<file path="config.mk">
export PLATFORM = sky130hd
export DESIGN_NAME = scene_step_sequencer_crossfade
export DESIGN_NICKNAME = d
export VERILOG_FILES = /design/src/rtl/ssc_pkg.sv /design/src/rtl/ssc_alu.sv /design/src/rtl/ssc_core.sv /design/src/rtl/scene_step_sequencer_crossfade.sv
export SDC_FILE = /design/constraint.sdc
export NUM_CORES = 1
export LEC_CHECK = 0
export ABC_AREA = 1
export BUFFER_PORTS_ARGS = -buffer_cell sky130_fd_sc_hd__buf_4
export CORE_MARGIN = 1
export CORE_UTILIZATION = 51
export DETAILED_ROUTE_END_ITERATION = 10
export PLACE_DENSITY = 0.7
export SLEW_MARGIN = 30
export SYNTH_ARGS = -nofsm -noshare
export SYNTH_HDL_FRONTEND = slang
export SYNTH_HIERARCHICAL = 1
export SYNTH_SLANG_ARGS = --single-unit
</file>
<file path="constraint.sdc">
create_clock -name clk -period 14.1 [get_ports clk]
set_input_delay 1.41 -clock clk [delete_from_list [all_inputs] [get_ports clk]]
set_output_delay 1.41 -clock clk [all_outputs]
set_load 0.03 [all_outputs]
</file>
<file path="src/rtl/ssc_pkg.sv">
`default_nettype none

package ssc_pkg;

	localparam int MAX_SCENES      = 6;
	localparam int MAX_SCENE_STEPS = 16;
	localparam int LEN_FIELDS      = 6;

	localparam logic [16:0] RAMP_ONE = 17'd65536;
	localparam logic [6:0]  STEP_SAT = 7'd127;
	localparam logic [8:0]  FRAC_ONE = 9'd256;

	localparam logic [2:0] REG_SCENE_COUNT = 3'd0;
	localparam logic [2:0] REG_LOOP_ENABLE = 3'd1;
	localparam logic [2:0] REG_SCENE_LENS  = 3'd2;
	localparam logic [2:0] REG_RAMP_STEP   = 3'd3;
	localparam logic [2:0] REG_FRAC_A      = 3'd4;
	localparam logic [2:0] REG_FRAC_B      = 3'd5;
	localparam logic [2:0] REG_PULSE_TICKS = 3'd6;

	typedef struct packed {
		logic [2:0]  scene_count;
		logic        loop_enable;
		logic [23:0] scene_lengths_minus_one;
		logic [16:0] ramp_step;
		logic [8:0]  alert_fraction_a;
		logic [8:0]  alert_fraction_b;
		logic [15:0] pulse_ticks;
	} cfg_t;

	typedef struct packed {
		logic [2:0]  current_scene;
		logic [2:0]  previous_scene;
		logic [16:0] from_gain;
		logic [16:0] to_gain;
		logic        finished;
		logic        alert_a;
		logic        alert_b;
		logic [6:0]  scene_step;
	} res_t;

	typedef enum logic [3:0] {
		ST_IDLE,
		ST_FIRST,
		ST_INIT,
		ST_SCAN,
		ST_WRAP,
		ST_MOD,
		ST_CHG,
		ST_TCHK,
		ST_RAMP,
		ST_OUT
	} ssc_state_t;

	function automatic logic [4:0] scene_len(input logic [23:0] lens, input logic [2:0] idx);
		logic [4:0] len;
		len = 5'd1;
		if (idx < 3'(LEN_FIELDS))
			len = {1'b0, 4'(lens >> {idx, 2'b00})} + 5'd1;
		if (len > 5'(MAX_SCENE_STEPS))
			len = 5'(MAX_SCENE_STEPS);
		return len;
	endfunction

	function automatic logic [5:0] alert_pos(input logic [23:0] lens, input logic [2:0] scene,
		input logic [8:0] frac);
		logic [8:0]  f;
		logic [13:0] p;
		f = (frac > FRAC_ONE) ? FRAC_ONE : frac;
		p = {9'd0, scene_len(lens, scene)} * {5'd0, f};
		return p[13:8];
	endfunction

	function automatic logic [2:0] clamp_scenes(input logic [2:0] cnt);
		logic [2:0] n;
		n = cnt;
		if (n < 3'd1)
			n = 3'd1;
		if (n > 3'(MAX_SCENES))
			n = 3'(MAX_SCENES);
		return n;
	endfunction

endpackage

`default_nettype wire

</file>
<file path="src/rtl/ssc_alu.sv">
`default_nettype none

module ssc_alu
	import ssc_pkg::*;
(
	input  wire logic [17:0] a,
	input  wire logic [17:0] b,
	input  wire logic        sub,
	output logic      [17:0] res,
	output logic             cout
);

	logic [18:0] full;

	// sub: cout high means a >= b
	assign full = sub ? ({1'b0, a} + {1'b0, ~b} + 19'd1) : ({1'b0, a} + {1'b0, b});
	assign res  = full[17:0];
	assign cout = full[18];

endmodule

`default_nettype wire

</file>
<file path="src/rtl/ssc_core.sv">
`default_nettype none

module ssc_core
	import ssc_pkg::*;
(
	input  wire logic clk,
	input  wire logic arst_n,
	input  wire cfg_t cfg,
	input  wire logic in_valid,
	input  wire logic in_trig,
	input  wire logic in_rst,
	output logic      in_ready,
	output logic      res_valid,
	input  wire logic res_ready,
	output res_t      res
);

	ssc_state_t state_q, state_d;

	logic        trig_q, rst_q;
	logic [2:0]  last_idx_q;
	logic [2:0]  idx_q;
	logic [2:0]  bit_q;
	logic        k_q;
	logic [6:0]  total_q;
	logic [6:0]  rem_q;

	logic [6:0]  gs_q, ss_q;
	logic [2:0]  now_q, before_q;
	logic [16:0] ramp_q;
	logic        done_q, first_q;
	logic [15:0] timer_q [2];

	logic [17:0] alu_a, alu_b, alu_res;
	logic        alu_sub, alu_cout;
	logic [8:0]  frac_sel;
	logic [5:0]  apos;
	logic        hit;
	logic [2:0]  n_cl;

	ssc_alu u_alu (
		.a    (alu_a),
		.b    (alu_b),
		.sub  (alu_sub),
		.res  (alu_res),
		.cout (alu_cout)
	);

	assign n_cl     = clamp_scenes(cfg.scene_count);
	assign frac_sel = k_q ? cfg.alert_fraction_b : cfg.alert_fraction_a;
	assign apos     = alert_pos(cfg.scene_lengths_minus_one, now_q, frac_sel);

	always_comb begin
		alu_a   = 18'd0;
		alu_b   = 18'd0;
		alu_sub = 1'b0;
		case (state_q)
			ST_SCAN: begin
				alu_a = 18'(total_q);
				alu_b = 18'(scene_len(cfg.scene_lengths_minus_one, idx_q));
			end
			ST_MOD: begin
				alu_a   = 18'(rem_q);
				alu_b   = 18'(total_q) << bit_q;
				alu_sub = 1'b1;
			end
			ST_RAMP: begin
				alu_a = 18'(ramp_q);
				alu_b = 18'(cfg.ramp_step);
			end
			default: ;
		endcase
	end

	always_comb begin
		hit = 1'b0;
		case (state_q)
			ST_FIRST: hit = first_q && (apos == 6'd0);
			ST_TCHK:  hit = ({1'b0, apos} == ss_q);
			default:  hit = 1'b0;
		endcase
	end

	always_ff @(posedge clk or negedge arst_n) begin
		if (!arst_n)
			state_q <= ST_IDLE;
		else
			state_q <= state_d;
	end

	always_comb begin
		state_d   = state_q;
		in_ready  = 1'b0;
		res_valid = 1'b0;
		case (state_q)
			ST_IDLE: begin
				in_ready = 1'b1;
				if (in_valid)
					state_d = ST_FIRST;
			end
			ST_FIRST: begin
				if (k_q)
					state_d = trig_q ? ST_INIT : ST_RAMP;
			end
			ST_INIT: state_d = ST_SCAN;
			ST_SCAN: begin
				if (idx_q == last_idx_q)
					state_d = ST_WRAP;
			end
			ST_WRAP: state_d = cfg.loop_enable ? ST_MOD : ST_CHG;
			ST_MOD: begin
				if (bit_q == 3'd0)
					state_d = ST_CHG;
			end
			ST_CHG: state_d = ST_TCHK;
			ST_TCHK: begin
				if (k_q)
					state_d = ST_RAMP;
			end
			ST_RAMP: state_d = ST_OUT;
			ST_OUT: begin
				res_valid = 1'b1;
				if (res_ready)
					state_d = ST_IDLE;
			end
			default: state_d = ST_IDLE;
		endcase
	end

	always_ff @(posedge clk or negedge arst_n) begin
		if (!arst_n) begin
			trig_q     <= 1'b0;
			rst_q      <= 1'b0;
			last_idx_q <= 3'd0;
			idx_q      <= 3'd0;
			bit_q      <= 3'd0;
			k_q        <= 1'b0;
			total_q    <= 7'd0;
			rem_q      <= 7'd0;
			gs_q       <= 7'd0;
			ss_q       <= 7'd0;
			now_q      <= 3'd0;
			before_q   <= 3'd0;
			ramp_q     <= 17'd0;
			done_q     <= 1'b0;
			first_q    <= 1'b1;
			timer_q[0] <= 16'd0;
			timer_q[1] <= 16'd0;
		end else begin
			if ((state_q == ST_FIRST || state_q == ST_TCHK) && hit)
				timer_q[k_q] <= (timer_q[k_q] < cfg.pulse_ticks) ? cfg.pulse_ticks : timer_q[k_q];
			case (state_q)
				ST_IDLE: begin
					if (in_valid) begin
						trig_q     <= in_trig;
						rst_q      <= in_rst;
						last_idx_q <= n_cl - 3'd1;
						k_q        <= 1'b0;
					end
				end
				ST_FIRST: begin
					k_q <= ~k_q;
					if (k_q)
						first_q <= 1'b0;
				end
				ST_INIT: begin
					if (gs_q != STEP_SAT)
						gs_q <= gs_q + 7'd1;
					if (ss_q != STEP_SAT)
						ss_q <= ss_q + 7'd1;
					before_q <= now_q;
					now_q    <= 3'd0;
					total_q  <= 7'd0;
					idx_q    <= 3'd0;
				end
				ST_SCAN: begin
					if (gs_q > total_q)
						now_q <= idx_q;
					total_q <= alu_res[6:0];
					idx_q   <= idx_q + 3'd1;
				end
				ST_WRAP: begin
					if (cfg.loop_enable) begin
						rem_q <= gs_q;
						bit_q <= 3'd6;
					end else if (gs_q >= total_q && !done_q) begin
						done_q <= 1'b1;
						ramp_q <= 17'd0;
					end
				end
				ST_MOD: begin
					if (alu_cout)
						rem_q <= alu_res[6:0];
					bit_q <= bit_q - 3'd1;
					if (bit_q == 3'd0)
						gs_q <= alu_cout ? alu_res[6:0] : rem_q;
				end
				ST_CHG: begin
					if (now_q != before_q) begin
						ss_q   <= 7'd0;
						ramp_q <= 17'd0;
					end
				end
				ST_TCHK: k_q <= ~k_q;
				ST_RAMP: begin
					ramp_q <= (alu_res > 18'(RAMP_ONE)) ? RAMP_ONE : alu_res[16:0];
				end
				ST_OUT: begin
					if (res_ready) begin
						if (timer_q[0] != 16'd0)
							timer_q[0] <= timer_q[0] - 16'd1;
						if (timer_q[1] != 16'd0)
							timer_q[1] <= timer_q[1] - 16'd1;
						if (rst_q) begin
							gs_q   <= 7'd0;
							now_q  <= 3'd0;
							done_q <= 1'b0;
						end
					end
				end
				default: ;
			endcase
		end
	end

	always_comb begin
		res.current_scene  = now_q;
		res.previous_scene = before_q;
		res.from_gain      = 17'(18'(RAMP_ONE) - 18'(ramp_q));
		res.to_gain        = done_q ? 17'd0 : ramp_q;
		res.finished       = done_q;
		res.alert_a        = (timer_q[0] != 16'd0);
		res.alert_b        = (timer_q[1] != 16'd0);
		res.scene_step     = ss_q;
	end

endmodule

`default_nettype wire

</file>
<file path="src/rtl/scene_step_sequencer_crossfade.sv">
// Scene step sequencer with Q16 crossfade gains, one item per sample tick.
// Without trigger an item runs ST_FIRST, ST_RAMP and ST_OUT before m_tvalid; with
// trigger also ST_INIT, ST_SCAN per scene (count clamped to 1..6), ST_WRAP, ST_MOD
// in loop mode, ST_CHG, ST_TCHK. Input waits for ST_IDLE; one shared add/sub unit.
// Reset (arst_n low): config to defaults, sequencer state cleared, first tick armed.
`default_nettype none

module scene_step_sequencer_crossfade
	import ssc_pkg::*;
(
	input  wire logic        clk,
	input  wire logic        arst_n,
	input  wire logic        s_tvalid,
	output logic             s_tready,
	input  wire logic [7:0]  s_tdata,  // trigger, reset_request
	output logic             m_tvalid,
	input  wire logic        m_tready,
	// current_scene, previous_scene, from_gain, to_gain, finished, alert_a,
	// alert_b, scene_step
	output logic      [55:0] m_tdata,
	input  wire logic        psel,
	input  wire logic        penable,
	input  wire logic        pwrite,
	input  wire logic [4:0]  paddr,
	input  wire logic [31:0] pwdata,
	output logic      [31:0] prdata,
	output logic             pready
);

	cfg_t        cfg_q;
	res_t        res;
	logic        res_valid, res_ready;
	logic        wr_en;
	logic [55:0] m_tdata_q;
	logic        m_tvalid_q;

	assign pready = 1'b1;
	assign wr_en  = psel && penable && pwrite && pready;

	always_ff @(posedge clk or negedge arst_n) begin
		if (!arst_n) begin
			cfg_q.scene_count             <= 3'd6;
			cfg_q.loop_enable             <= 1'b0;
			cfg_q.scene_lengths_minus_one <= 24'd0;
			cfg_q.ramp_step               <= RAMP_ONE;
			cfg_q.alert_fraction_a        <= FRAC_ONE;
			cfg_q.alert_fraction_b        <= FRAC_ONE;
			cfg_q.pulse_ticks             <= 16'd48;
		end else if (wr_en) begin
			case (paddr[4:2])
				REG_SCENE_COUNT: cfg_q.scene_count             <= pwdata[2:0];
				REG_LOOP_ENABLE: cfg_q.loop_enable             <= pwdata[0];
				REG_SCENE_LENS:  cfg_q.scene_lengths_minus_one <= pwdata[23:0];
				REG_RAMP_STEP:   cfg_q.ramp_step               <= pwdata[16:0];
				REG_FRAC_A:      cfg_q.alert_fraction_a        <= pwdata[8:0];
				REG_FRAC_B:      cfg_q.alert_fraction_b        <= pwdata[8:0];
				REG_PULSE_TICKS: cfg_q.pulse_ticks             <= pwdata[15:0];
				default: ;
			endcase
		end
	end

	always_comb begin
		case (paddr[4:2])
			REG_SCENE_COUNT: prdata = 32'(cfg_q.scene_count);
			REG_LOOP_ENABLE: prdata = 32'(cfg_q.loop_enable);
			REG_SCENE_LENS:  prdata = 32'(cfg_q.scene_lengths_minus_one);
			REG_RAMP_STEP:   prdata = 32'(cfg_q.ramp_step);
			REG_FRAC_A:      prdata = 32'(cfg_q.alert_fraction_a);
			REG_FRAC_B:      prdata = 32'(cfg_q.alert_fraction_b);
			REG_PULSE_TICKS: prdata = 32'(cfg_q.pulse_ticks);
			default:         prdata = 32'd0;
		endcase
	end

	ssc_core u_core (
		.clk       (clk),
		.arst_n    (arst_n),
		.cfg       (cfg_q),
		.in_valid  (s_tvalid),
		.in_trig   (s_tdata[0]),
		.in_rst    (s_tdata[1]),
		.in_ready  (s_tready),
		.res_valid (res_valid),
		.res_ready (res_ready),
		.res       (res)
	);

	assign res_ready = !m_tvalid_q || m_tready;

	always_ff @(posedge clk or negedge arst_n) begin
		if (!arst_n)
			m_tvalid_q <= 1'b0;
		else if (res_ready)
			m_tvalid_q <= res_valid;
	end

	always_ff @(posedge clk) begin
		if (res_valid && res_ready)
			m_tdata_q <= {6'd0, res.scene_step, res.alert_b, res.alert_a, res.finished,
				res.to_gain, res.from_gain, res.previous_scene, res.current_scene};
	end

	assign m_tvalid = m_tvalid_q;
	assign m_tdata  = m_tdata_q;

endmodule

`default_nettype wire

</file>
# Word level (Yosys, flattened, before mapping)
# Cells that the tools add are included.
classes:
  order_cmp: 13
  div: 0
  multipliers: 1
  reduce_logical: 43
  shifts: 3
  addsub: 13
  eq_ne: 34
  bitwise: 3
  mux: 69
op_table:
  columns: ["operator", "n"]
  rows:
  - ["24-bit one-hot mux with 7 select lines", 1]
  - ["16-bit two-way mux", 7]
  - ["17-bit one-hot mux with 3 select lines", 2]
  - ["32-bit two-way mux", 3]
  - ["17-bit two-way mux", 4]
  - ["7-bit two-way mux", 8]
  - ["18-bit one-hot mux with 3 select lines", 1]
  - ["24-bit by 5-bit >> shifter with 4-bit output", 2]
  - ["7-bit one-hot mux with 2 select lines", 3]
  - ["4-bit one-hot mux with 10 select lines", 1]
  - ["18-bit by 18-bit adder with 19-bit output", 2]
  - ["32-bit bitwise mux", 1]
  - ["16-bit nonzero test", 2]
  - ["16-bit by 1-bit subtractor with 16-bit output, second input constant", 2]
  - ["4-bit two-way mux", 7]
  - ["5-bit two-way mux", 5]
  - ["2-bit AND reduction", 11]
  - ["7-bit one-hot mux with 3 select lines", 1]
  - ["2-bit by 1-bit inequality test with 1-bit output, second input constant", 10]
  - ["19-bit by 1-bit adder with 19-bit output, second input constant", 1]
  - ["19-bit two-way mux", 1]
  - ["18-bit by 17-bit > comparator with 1-bit output, second input constant", 1]
  - ["3-bit two-way mux", 6]
  - ["9-bit two-way mux", 2]
  - ["other kinds (51)", 95]
totals:
  romBits: 0
  in_bits: 52
  ramBits: 0
  latchBits: 0
  mem_count: 0
  register_bits: 231
  word_cells: 207

# Longest topological paths before layout
depth:
  word_depth: 14
  mapped_depth: 40
  ltp_nobuf: 38

# Cells and area by module
# The synthesis kept the hierarchy.
modules_own_cells:
  columns: ["module", "instances", "area_each_um2", "cells_per_inst", "seq_area_each_um2"]
  rows:
  - ["ssc_core", 1, 9784.4, 1501, 2528.7]
  - ["scene_step_sequencer_crossfade", 1, 5462.7, 553, 3512.1]
  - ["ssc_alu", 1, 2347.3, 447, 0.0]

# Least setup slack after synthesis
# OpenSTA, ideal clock, no wires.
synth_path:
  path_kind: "reg-to-reg"
  start: "register u_core.now_q[0]"
  end: "register u_core/timer_q[28] (netlist bit)"
  t_arrival_ns: 5.268
  path_stages_with_launch: 35
  setup_slack_ns: 8.719
  setup_time_ns: 0.113
  path_buffers: 3
  required_time_ns: 13.987
  period_less_slack_ns: 5.381
  cell_sequence: "dfrtp_1 buf_6 buf_6 o211ai_1 nand2_2 ha_1 a21boi_2 nand2_4 nand3_1 inv_1 nand2_1 fa_1 inv_1 fa_1 fa_1 ha_1 nand2_1 nor2_1 inv_1 o221ai_1 o21bai_2 nand2_2 nand2_1 nand2_1 nand3_1 nand2_1 nor2_2 nand3_2 nand2_4 nand2_4 buf_6 nand2_1 nand3_1 nand2_1 inv_1"
synth_via:
  elab_chain_len: 14
synth_rtl:
  columns: ["element", "line", "text"]
  rows:
  - ["from (decl)", "ssc_core.sv:29", "logic [2:0] now_q, before_q;"]
  - ["from (signal assigned)", "ssc_core.sv:178", "now_q <= idx_q;"]
  - ["24-bit by 5-bit >> shifter with 4-bit output", "ssc_pkg.sv:59", "len = {1'b0, 4'(lens >> {idx, 2'b00})} + 5'd1;"]
  - ["4-bit by 1-bit adder with 5-bit output", "ssc_pkg.sv:59", null]
  - ["5-bit two-way mux (*)", "ssc_pkg.sv:58", "if (idx < 3'(LEN_FIELDS))"]
  - ["5-bit > comparator", "ssc_pkg.sv:60", "if (len > 5'(MAX_SCENE_STEPS))"]
  - ["5-bit two-way mux (*)", "ssc_pkg.sv:60", null]
  - ["5-bit by 9-bit multiplier with 14-bit output (*)", "ssc_pkg.sv:70", "p = {9'd0, scene_len(lens, scene)} * {5'd0, f};"]
  - ["6-bit zero test", "ssc_core.sv:78", "ST_FIRST: hit = first_q && (apos == 6'd0);"]
  - ["1-bit logical AND", "ssc_core.sv:78", null]
  - ["1-bit one-hot mux with 2 select lines (*)", "ssc_core.sv:77", "case (state_q)"]
  - ["1-bit logical AND (*)", "ssc_core.sv:150", "if ((state_q == ST_FIRST || state_q == ST_TCHK) && hit)"]
  - ["32-bit two-way mux (*)", "ssc_core.sv:150", null]
  - ["16-bit two-way mux", "ssc_core.sv:210", "if (timer_q[0] != 16'd0)"]
  - ["32-bit two-way mux", "ssc_core.sv:209", "if (res_ready) begin"]
  - ["32-bit two-way mux (*)", "ssc_core.sv:152", "case (state_q)"]
  - ["to (signal, indexed assignment)", "ssc_core.sv:151", "timer_q[k_q] <= (timer_q[k_q] < cfg.pulse_ticks) ? cfg.pulse_ticks : timer_q[k_q];"]
  - ["to (decl)", "ssc_core.sv:32", "logic [15:0] timer_q [2];"]
# Mark *: on every way between the ends. The rest lies on a longest branch, timed or not.
# A chain may end at the register's enable or synchronous reset.

# Final worst setup path
layout_path:
  start: "register u_core.k_q"
  end: "register u_core/timer_q[28] (netlist bit)"
layout_via:
  elab_chain_len: 12
layout_rtl:
  columns: ["element", "line", "text"]
  rows:
  - ["from (decl)", "ssc_core.sv:24", "logic k_q;"]
  - ["from (signal assigned)", "ssc_core.sv:162", "k_q <= ~k_q;"]
  - ["from (signal assigned)", "ssc_core.sv:204", "ST_TCHK: k_q <= ~k_q;"]
  - ["9-bit two-way mux", "ssc_core.sv:50", "assign frac_sel = k_q ? cfg.alert_fraction_b : cfg.alert_fraction_a;"]
  - ["9-bit > comparator", "ssc_pkg.sv:69", "f = (frac > FRAC_ONE) ? FRAC_ONE : frac;"]
  - ["9-bit two-way mux", "ssc_pkg.sv:69", null]
  - ["5-bit by 9-bit multiplier with 14-bit output", "ssc_pkg.sv:70", null]
  - ["6-bit zero test", "ssc_core.sv:78", null]
  - ["1-bit logical AND", "ssc_core.sv:78", null]
  - ["1-bit one-hot mux with 2 select lines", "ssc_core.sv:77", null]
  - ["1-bit logical AND", "ssc_core.sv:150", null]
  - ["32-bit two-way mux (*)", "ssc_core.sv:150", null]
  - ["16-bit two-way mux", "ssc_core.sv:210", null]
  - ["32-bit two-way mux", "ssc_core.sv:209", null]
  - ["32-bit two-way mux (*)", "ssc_core.sv:152", null]
# Mark *: on every way between the ends. The rest lies on a longest branch, timed or not. The select of a mux whose other input is x is not followed.

==> key figures <==
Setup path
  • Critical path peak fanout: between 50 and 60
  • Max incr delay on CP: 0.52 ns
  • Slowest-stage cell, CP: fa_1
  • CP endpoint kind: flip-flop
  • Setup CP Type: reg2reg
  • Crit path from: u_core/k_q
  • CP required: approximately 15 ns
  • CP startpoint kind: flip-flop
  • Origin of the critical flop-to-flop path: u_core/k_q
  • Arrival time at the worst endpoint: 7.47 ns

Logic synthesis
  • Post-synthesis cell type with the largest combined area: dfrtp_1
  • Cell area after synthesis: approximately 0.018 mm2
  • Synth Flop Type: dfrtp_1
  • Most common cell in the netlist: nand2_1
  • Sequential area share after synthesis: between 30 and 40%
  • Number of synthesized flops with an enable pin: 50
  • Yosys top cell area share: between 20% and 30%
  • Yosys cell types: 65
  • Synth area leaders: dfrtp_1 (25%), nand2_1 (15%), edfxtp_1 (8.5%)
  • Synth Instances: 2501
  • Async SR Flop Fraction: between 70% and 80%
  • Register bit count reported by yosys: roughly 230
  • Ys Warns: 6
  • Avg Inst Size Synth: around 7 um2
  • Post-synth top cells: nand2_1 (706), inv_1 (357), nor2_1 (201)

STA
  • Final hold vios: 0
  • Final min period: around 7 ns
  • Fin Clk Skew: 0.0188 ns
  • Max Slew Vio Count: 0
  • Worst-margin pin slew: between 0.9 and 1 ns
  • RSZ-0062 raised after global routing: no
  • Final setup vio count: 0
  • Setup TNS: 0 ns
  • FMAX: between 100 and 150 MHz
  • Slew HR: around a third
  • Tcrit/Tclk final: roughly 50%

Placement
  • Placer Congestion: between 0.9 and 1
  • Port bufs: about 110
  • Placed instance area: about 0.019 mm2
  • Hpwl dp: 39300 um

Layout
  • Finished Core Util: around three fifths
  • Area grow syn2layout: 11.3%
  • Final instance area: about 0.02 mm2
  • Share of cells above drive strength 1: 9.58%
  • Final nets: about 2700
  • Area of the multi-input gates: 0.00965 mm2
  • Fillers: 3273
  • Reg area: 0.00604 mm2

GRT
  • GR Layer Usage met1: 42.0%
  • Number of global-route vias before repair: 15352
  • Global-route wire length before repair: between 80000 and 90000 um
  • Met2 Use GR: between 40% and 50%
  • Met3 Track Usage GR: under 10%
  • Global routing's busiest layer: met2
  • GRT Total Usage: 29.1%
  • Gr ovfl total: 0
  • Largest net degree at the start of global routing: about 110
  • Initial antenna violation count: 0

Clock tree
  • CTS Hold Buffers Added: 0
  • CTS tree: done
  • CTS buffer count: 27
  • TritonCTS Sinks: 231
  • Clock latency on the worst-skew pair: about 0.57 ns
  • CTS resizes: 0
  • Post-CTS setup buffers: 0
  • Clock root buffer: clkbuf_16
  • Longest Clk Path Bufs: 3
  • H-tree levels: 1
  • Clk slew on worst S/H paths: around 0.060 ns

Min path
  • Worst Hold Class: reg2reg
  • HP Start: u_core/first_q

Routing
  • Via/cell ratio: about 5.5
  • Number of remaining DRC errors: 0
  • Final antenna-violating net count: 0
  • First DRT Iteration DRCs: around 1600
  • Total Wirelength: 51700 um
  • DR vias: between 15000 and 20000
  • Routed wire length per instance: between 15 and 20 um
  • DRT Pass-1 Iters: 5

Die
  • Top-Level Pins: about 140
  • Die ar.: 0.0352 mm2
  • DIE WIDTH: 188 um
  • Core area: between 0.03 and 0.04 mm2
  • Die H: about 190 um
  • Starting Density: 52.2%
  • Site row count: 67

Power and ir drop
  • Seq pwr share: between 20% and 30%
  • Peak supply drop: 0.000116 V
  • Clock power share: 21.8%
  • Psw: 1.70 mW
  • Comb pwr share: between 40% and 50%
  • Total Power: 3.64 mW
  • Leak: 10.0 nW
  • Pwr dens: 186 mW/mm2
  • Pint: between 1.5 and 2 mW
  • Sw Share: ~47%

Run
  • Max-cap violations: 0

Outcome
  • Status: completed
flip-flops by register name (all words and copies together), names as in the netlist, 4 cells and up:
name            flops
cfg_q              79
m_tdata            50
u_core/timer_q     32
u_core/ramp_q      17
u_core/gs_q         7
u_core/rem_q        7
u_core/ss_q         7
u_core/total_q      7
u_core/state_q      4
area by class of cell:
| cell class | instances | area share (%) |
|---|---|---|
| Inverter | 375 | 7.20 |
| Multi-Input combinational cell | 1812 | 49.3 |
| Clock inverter | 18 | 1.48 |
| Clock buffer | 32 | 3.65 |
| Sequential cell | 231 | 30.9 |
| Timing Repair Buffer | 120 | 4.66 |
| Tap cell | 448 | 2.86 |
| Antenna cell | 2 | 0.0256 |
layer usage:
metal	part of all wire (%)	vias to the layer above
met5	0	-
met4	2.5	0
met3	6.4	87
met2	45	564
met1	46	7959
li1	-	8214
cell families after synthesis:
| group | synth area share, % |
|---|---|
| XOR/XNOR | 2.04 |
| flip-flops | 34.3 |
| adder cells (fa/ha/maj) | 8.90 |
| AND/OR/NAND/NOR | 30.2 |
| AO/OA/AOI/OAI | 13.1 |
| buffers and inverters | 11.3 |
| multiplexers | 0.0569 |
| other | 0.0640 |
cells in the final DEF, fill, tap and decap left out, types with 10 or more instances in the layout:
master     count
a21oi_1       70
buf_4        118
clkbuf_16     27
conb_1        19
dfrtp_1      173
edfxtp_1      50
fa_1          22
ha_1          90
inv_1        357
inv_2         14
nand2_1      706
nand2_2       12
nand3_1      186
nand4_1       45
nor2_1       199
nor2_2        13
nor3_1        30
nor4_1        10
o211ai_1      24
o21ai_0      158
o21ai_1       55
o21bai_1      10
o22ai_1       18
o31ai_1       11
xor2_1        34
power groups by stage:
stage,combinational [mW],sequential (mW),clock (mW)
final,1.80,1.04,0.792
after global routing,2.03,1.07,0.834
after CTS,1.78,1.04,0.810
after detailed placement,1.76,1.05,0
after global placement,1.73,1.04,0
after floorplan,1.33,0.993,0
critical path, delay by kind of cell, from the launching register on:
kind                     cells  cell delay [ns]
buffers and inverters        6             1.23
flip-flops                   1             0.32
AO/OA/AOI/OAI                5             1.19
adder cells (fa/ha/maj)      4             1.82
AND/OR/NAND/NOR             17             2.25
stage by stage:
| step | cells | worst slack [ns] | hold WS (ns) |
|---|---|---|---|
| after floorplan | 2517 | 8.72 | 0.426 |
| after global placement | 2986 | 7.32 | 0.456 |
| after detailed placement | 2986 | 7.23 | 0.463 |
| after CTS | 3036 | 7.20 | 0.473 |
| after global routing | 3036 | 6.55 | 0.479 |
| final | 3038 | 7.09 | 0.471 |
worst paths after layout:
check | cells after the start | end | slack, ns
max | 32 | u_core/timer_q[28] | 7.09
min | 2 | u_core/first_q | 0.47
max reg2reg | 32 | u_core/timer_q[28] | 7.09
min reg2reg | 2 | u_core/first_q | 0.47
max in group asynchronous | 2 | cfg_q[51] | 11.97
min in group asynchronous | 1 | cfg_q[72] | 0.90
Power figures use the tool's default switching activity.
